$ cat src/sv/cau_pkg.sv
// ----------------------------------------------------------------------------
// cau_pkg
// Shared types, codes and sizes of the complex arithmetic unit.
// ----------------------------------------------------------------------------
package cau_pkg;

  localparam int FRAC_BITS_DEFAULT = 16;
  localparam int QUEUE_DEPTH       = 4;
  localparam int QUEUE_AW          = $clog2(QUEUE_DEPTH);
  // Quotient bits 32 down to 0, one per divider step.
  localparam int DIV_STEPS         = 33;

  localparam logic [1:0] ACT_ADD = 2'd0;
  localparam logic [1:0] ACT_SUB = 2'd1;
  localparam logic [1:0] ACT_MUL = 2'd2;
  localparam logic [1:0] ACT_DIV = 2'd3;

  localparam logic [1:0] ST_OK  = 2'd0;
  localparam logic [1:0] ST_DZ  = 2'd1;
  localparam logic [1:0] ST_SAT = 2'd2;

  localparam logic [31:0] POS_LIMIT = 32'h7FFF_FFFF;
  localparam logic [31:0] NEG_LIMIT = 32'h8000_0000;

  // One classified item as it waits in the queue.
  typedef struct packed {
    logic [1:0]  action;
    logic [31:0] lr;
    logic [31:0] li;
    logic [31:0] rr;
    logic [31:0] ri;
    logic        dz;
  } cau_item_t;

  // Queue head as the back end sees it.
  typedef struct packed {
    logic      valid;
    cau_item_t item;
  } cau_q_t;

  // Payload of one divider step, which also carries finished results of
  // the other operations so that all items keep their order.
  typedef struct packed {
    logic [1:0]  action;
    logic        dz;
    logic [31:0] res_re;
    logic [31:0] res_im;
    logic        sat;
    logic        neg_re;
    logic        neg_im;
    logic        ovf_re;
    logic        ovf_im;
    logic [63:0] den;
    logic [63:0] rem_re;
    logic [63:0] rem_im;
    logic [32:0] num_re;
    logic [32:0] num_im;
    logic [32:0] quo_re;
    logic [32:0] quo_im;
  } cau_div_t;

endpackage

$ cat src/sv/cau_in_if.sv
// ----------------------------------------------------------------------------
// cau_in_if
// Operand channel: action code and two complex operands.
// ----------------------------------------------------------------------------
interface cau_in_if;
  logic               valid;
  logic               ready;
  logic [1:0]         action;
  logic signed [31:0] left_real;
  logic signed [31:0] left_imag;
  logic signed [31:0] right_real;
  logic signed [31:0] right_imag;

  modport source (
    output valid, action, left_real, left_imag, right_real, right_imag,
    input  ready
  );
  modport sink (
    input  valid, action, left_real, left_imag, right_real, right_imag,
    output ready
  );
endinterface

$ cat src/sv/cau_front.sv
// ----------------------------------------------------------------------------
// cau_front
// Accepts operand transfers, flags a zero divisor and queues the items.
// ----------------------------------------------------------------------------
module cau_front (
  input  logic          clk,
  input  logic          rst,
  cau_in_if.sink        operands,
  input  logic          pop,
  output cau_pkg::cau_q_t head
);
  import cau_pkg::*;

  cau_item_t             mem [QUEUE_DEPTH];
  logic [QUEUE_AW-1:0]   wr_ptr;
  logic [QUEUE_AW-1:0]   rd_ptr;
  logic [QUEUE_AW:0]     count;
  logic                  push;
  cau_item_t             item_in;

  assign operands.ready = (count != (QUEUE_AW+1)'(QUEUE_DEPTH));
  assign push = operands.valid && operands.ready;

  always_comb begin
    item_in.action = operands.action;
    item_in.lr     = operands.left_real;
    item_in.li     = operands.left_imag;
    item_in.rr     = operands.right_real;
    item_in.ri     = operands.right_imag;
    item_in.dz     = (operands.right_real == '0) && (operands.right_imag == '0);
  end

  always_ff @(posedge clk) begin
    if (push) begin
      mem[wr_ptr] <= item_in;
    end
  end

  always_ff @(posedge clk) begin
    if (rst) begin
      wr_ptr <= '0;
      rd_ptr <= '0;
      count  <= '0;
    end else begin
      if (push) begin
        wr_ptr <= wr_ptr + 1'b1;
      end
      if (pop) begin
        rd_ptr <= rd_ptr + 1'b1;
      end
      case ({push, pop})
        2'b10:   count <= count + 1'b1;
        2'b01:   count <= count - 1'b1;
        default: count <= count;
      endcase
    end
  end

  assign head.valid = (count != '0);
  assign head.item  = mem[rd_ptr];

endmodule

$ cat src/flat_wrapper.sv
// flat-port wrapper written by rule: the top's interface ports become plain ports
module cau_front_flat import cau_pkg::*;
  (clk, rst, pop, head, operands_valid, operands_action, operands_left_real, operands_left_imag, operands_right_real, operands_right_imag, operands_ready);
  cau_in_if operands_i ();
  input  logic clk;
  input  logic rst;
  input  logic pop;
  output cau_pkg::cau_q_t head;
  input wire logic [$bits(operands_i.valid)-1:0] operands_valid;
  input wire logic [$bits(operands_i.action)-1:0] operands_action;
  input wire logic [$bits(operands_i.left_real)-1:0] operands_left_real;
  input wire logic [$bits(operands_i.left_imag)-1:0] operands_left_imag;
  input wire logic [$bits(operands_i.right_real)-1:0] operands_right_real;
  input wire logic [$bits(operands_i.right_imag)-1:0] operands_right_imag;
  output wire logic [$bits(operands_i.ready)-1:0] operands_ready;
  assign operands_i.valid = operands_valid;
  assign operands_i.action = operands_action;
  assign operands_i.left_real = operands_left_real;
  assign operands_i.left_imag = operands_left_imag;
  assign operands_i.right_real = operands_right_real;
  assign operands_i.right_imag = operands_right_imag;
  assign operands_ready = operands_i.ready;
  cau_front u_core (.clk(clk), .rst(rst), .operands(operands_i), .pop(pop), .head(head));
endmodule
$ cat config.mk
export PLATFORM = sky130hd
export DESIGN_NAME = cau_front_flat
export DESIGN_NICKNAME = d
export VERILOG_FILES = /design/src/sv/cau_pkg.sv /design/src/sv/cau_in_if.sv /design/src/sv/cau_front.sv /design/src/flat_wrapper.sv
export SDC_FILE = /design/constraint.sdc
export NUM_CORES = 1
export LEC_CHECK = 0
export BUFFER_PORTS_ARGS = -buffer_cell sky130_fd_sc_hd__buf_2
export CORE_MARGIN = 10
export CORE_UTILIZATION = 30
export CTS_BUF_LIST = sky130_fd_sc_hd__clkbuf_2
export DETAILED_ROUTE_END_ITERATION = 10
export HOLD_SLACK_MARGIN = 0.02
export PLACE_DENSITY = 0.49
export SETUP_SLACK_MARGIN = 0.05
export SKIP_CTS_REPAIR_TIMING = 1
export SYNTH_ARGS = -nofsm -noshare
export SYNTH_HDL_FRONTEND = slang
export SYNTH_SLANG_ARGS = --single-unit
$ cat constraint.sdc
create_clock -name clk -period 4.7 [get_ports clk]
set_input_delay 0.94 -clock clk [delete_from_list [all_inputs] [get_ports clk]]
set_output_delay 0.94 -clock clk [all_outputs]
set_load 0.1 [all_outputs]
* After elaboration in Yosys (flattened, before gate mapping) *
Memories as Yosys holds them, arrays and structs flattened. A register that Yosys moved wholly into a read port is not among the register bits.
Cells that the tools add are included.

storage, ports and cells
  register bits = 7
  memory bits (writable) = 524
  output and inout port bits = 133
  word-level logic and storage cells = 22
  memories kept = 1

memories
  memory      words  bits a word  read ports  clocked after Yosys merged registers in  write ports  RTL line         text
  u_core.mem  4      131          1           1                                        1            cau_front.sv:14  cau_item_t mem [QUEUE_DEPTH];

cells by class
  add/subtract/negate cells = 4
  equal/unequal tests = 3
  muxes and demuxes = 5
  reductions and logical operators = 6

operator list
  operator             number
  $logic_not 32->1     2
  $pmux 3 s2           1
  $add 2x1->2 const B  2
  $mux 2               2
  $add 3x1->3 const B  1
  $ne 3x3->1 const B   1
  $reduce_bool 3->1    1
  $sub 3x1->3 const B  1
  $eq 2x1->1 const B   1
  $eq 2x2->1 const B   1
  $logic_and 1x1->1    2
  $mux 1               2
  $reduce_bool 2->1    1

* Depth between registers and ports, before layout *
  word-level depth = 4
  mapped depth = 9
  depth with buffers taken out = 8

* Worst setup path after synthesis *
Ideal clock, no wire load.

  path kind = input -> register
  start = input port operands_valid
  end = memory u_core.mem[0][0] (netlist name), enable pin
  arrival = 4269 ps
  slack = -76 ps
  stages on the path = 2
  cell sequence = buf_1 -> and3_1

on the way
  word-level cells in the longest chain between the ends = 3

ends and longest elaborated chain
  element                       RTL line           text
  from (decl)                   flat_wrapper.sv:9  input wire logic [$bits(operands_i.valid)-1:0] operands_valid;
  $logic_and 1x1->1             cau_front.sv:22    assign push = operands.valid && operands.ready;
  $mux 1                        cau_front.sv:34    if (push) begin
  $mux 1 (implied by the code)  cau_front.sv:35    mem[wr_ptr] <= item_in;
  to (decl)                     cau_front.sv:14

Every way passes these cells.

==> impl_results.md <==
* Run status: finished clean
* Fmax at 0.236 GHz
* Initial Util at 30.3%
* Clock-pin slew on the worst setup and hold paths at 0.09 ns
* Gate power share at 23.2%
* Post-synth EDFFs at 524
* Die height at 275 µm
* Combinational family with the most area after synthesis: multiplexers
* Slowest CP cell: dfxtp_4
* Crit start category: flip-flop
* Setup TNS at 0 ns
* Crit path time final at 4.24 ns
* Drt pass-1 iters at 6
* Crit path capture type: primary output
* Pin count of the biggest net entering global routing at 64
* Boundary Pins at 267
* Mux cell area share after synthesis at 15.1%
* Synth Area in XOR/XNOR at 0.180%
* CTS tree: yes
* Clk buf depth at 3
* Die area at 75600 µm²
* Clk Latency, worst-skew pair at 1.23 ns
* H-tree depth at 4
* Dpl cell area at 21900 µm²
* Synth cell types at 25
* Area of the core at 64300 µm²
* Area of the multi-input gates at 3350 µm²
* Gr usage total at 12.5%
* Worst EP required at 3.76 ns
* Cell count after synthesis at 757
* Initial DRC count at 560
* CP Cell Sequence: buf_4, mux4_2, buf_2
* Routed length per instance at 21.1 µm
* Final net count at 1431
* Remaining antenna violation count after routing at 0
* Predominant post-synthesis flop cell: edfxtp_1
* Synth top area share at 80.7%
* Clock sinks at 533
* Post-Route WL at 47400 µm
* Vias in the first global route at 10825
* Crit Path Category: reg2out
* Worst hold stages at 2
* Most common cell in the synthesized netlist: edfxtp_1
* Syn Nets at 897
* Synth Area in Compound Gates at 0.205%
* Synth Area in Adders at 0.424%
* Total grt overflow at 0
* Crit Path Max Fanout at 39
* Share of post-route cells with drive strength above 1 at 46.7%
* Power, Total at 11.5 mW
* Internal power component at 7.51 mW
* Final Cycle Share at 90.2%
* Synth top area cells: edfxtp_1 81%, mux4_2 15%, dfxtp_1 0.92%, buf_6 0.58%, nor4_1 0.55%
* Arr. time, crit path at 3.30 ns
* Area grow syn2layout at 26.2%
* Endpoints failing setup at 0
* Simple-gate area share of the yosys netlist at 1.12%
* Die Span X at 275 µm
* Lkg Pwr at 8.48 nW
* Num CTS Buffers at 144
* Site row count at 93
* Number of antenna violations at the first check in global routing at 5
* Post-synthesis instance area at 19500 µm²
* Root Driver: clkbuf_2
* Via count at 9987
* Syn_area_per_cell at 25.8 µm²
* Vias per inst at 4.44
* Area leader, netlist: edfxtp_1
* PortBufs at 266
* Maximum vdd drop at 312 µV
* Setup Skew at 0.0747 ns
* Worst slew pin tran at 0.971 ns
* Slowest stage delay, CP at 0.85 ns
* Max-Cap Viols at 0
* Worst hold margin at 0.463 ns
* Total of warnings raised by yosys at 0
* Detail Placement HPWL at 29000 µm
* Area occupied by registers at 15900 µm²
* Filler Cells Inserted at 5954
* # DRC at 0
* Hold WC Path Type: in2reg
* Final instance area at 24600 µm²
* Sw frac at 35.0%
* Finished Core Util at 38.2%
* Reg power frac at 48.5%
* RSZ-0062 raised after global routing: false
* GPL Wtd Cong at 0.695
* Synth top cells by count: 524 x edfxtp_1, 131 x mux4_2, 17 x nor4_1
* PD cells at 469 nW/µm²
* #FFs+latches synth at 533
* Hold Fails Final Rpt at 0
* Psw at 4.04 mW
* Seq/Total Area, Yosys at 81.6%
* Worst relative slew slack at 34.7%
* Fin. max-slew vios at 0
* Reg2Reg Depth at 3
* Global-route wire length before repair at 68800 µm
* Clock power frac at 28.3%
* Asr flop ratio synth at 0%
worst max-delay path: cells and delay by family, from the launching register on:
family,cells,cell delay (ns)
buffers and inverters,2,0.92
multiplexers,1,0.29
flip-flops,1,0.85
logic make-up after synthesis:
family,after synthesis
XOR/XNOR,4
adder cells (fa/ha/maj),6
flip-flops,533
buffers and inverters,38
AND/OR/NAND/NOR,38
multiplexers,131
AO/OA/AOI/OAI,7
area by class of cell:
class	instances	area share [%]
Sequential cell	533	64.7
Inverter	5	0.0763
Antenna cell	3	0.0305
Clock inverter	35	1.01
Clock buffer	210	4.27
Timing Repair Buffer	421	11.9
Tap cell	855	4.35
Multi-Input combinational cell	186	13.6
power by group through the flow:
stage | Sequential, mW | Clock, mW | Combinational, mW
floorplan | 5.69 | 0 | 2.12
finish | 5.60 | 3.27 | 2.68
global placement | 5.70 | 0 | 2.63
CTS | 5.60 | 3.44 | 2.64
detailed placement | 5.71 | 0 | 2.64
global route | 5.62 | 3.68 | 2.81
per-layer routing:
metal / GRT usage [%] / vias up / share of wire [%]
met1: 14.4 / 5178 / 41
met3: 6.36 / 69 / 8.7
met5: 0 / - / 0.063
met2: 19.6 / 291 / 48
met4: 4.92 / 4 / 1.8
li1: - / 4445 / -
state kept, by name (all words and copies together), names as in the netlist, named ones only:
register,cells
u_core.mem,524
u_core.count,3
u_core.wr_ptr,2
u_core.rd_ptr,2
placed cells by master (no fill, tap or decap), types with 2 or more instances in the layout:
cell	instances
a21o_1	2
nand2_1	2
dfxtp_4	2
buf_4	13
diode_2	3
buf_12	8
clkbuf_2	210
mux4_2	131
and3_4	4
nand3_1	2
clkinvlp_4	2
a21oi_1	4
inv_1	5
inv_2	5
edfxtp_1	524
buf_2	266
nor4_1	17
ha_1	5
bufinv_16	4
clkinv_2	4
or3_1	2
clkinv_1	20
nand4_1	4
nor2_1	6
xor2_1	3
dfxtp_1	7
dlygate4sd3_1	134
per-stage QoR:
step,setup WS [ns],instances
finish,0.461,2248
detailed placement,1.50,1866
floorplan,1.43,757
CTS,0.169,2111
global placement,1.58,1866
global route,0.146,2248
worst paths after layout:
path / to / slack, ns / startpoint
max reg2reg: u_core.mem[2][85]$_DFFE_PP_ / 2.26 / u_core.count[0]$_SDFFE_PP0P_
max: head[59] / 0.46 / flip-flop
min reg2reg: u_core.count[2]$_SDFFE_PP0P_ / 0.51 / u_core.count[2]$_SDFFE_PP0P_
min: u_core.mem[3][105]$_DFFE_PP_ / 0.46 / operands_left_real[8]
Note: power is estimated with default switching activity, not from simulation.
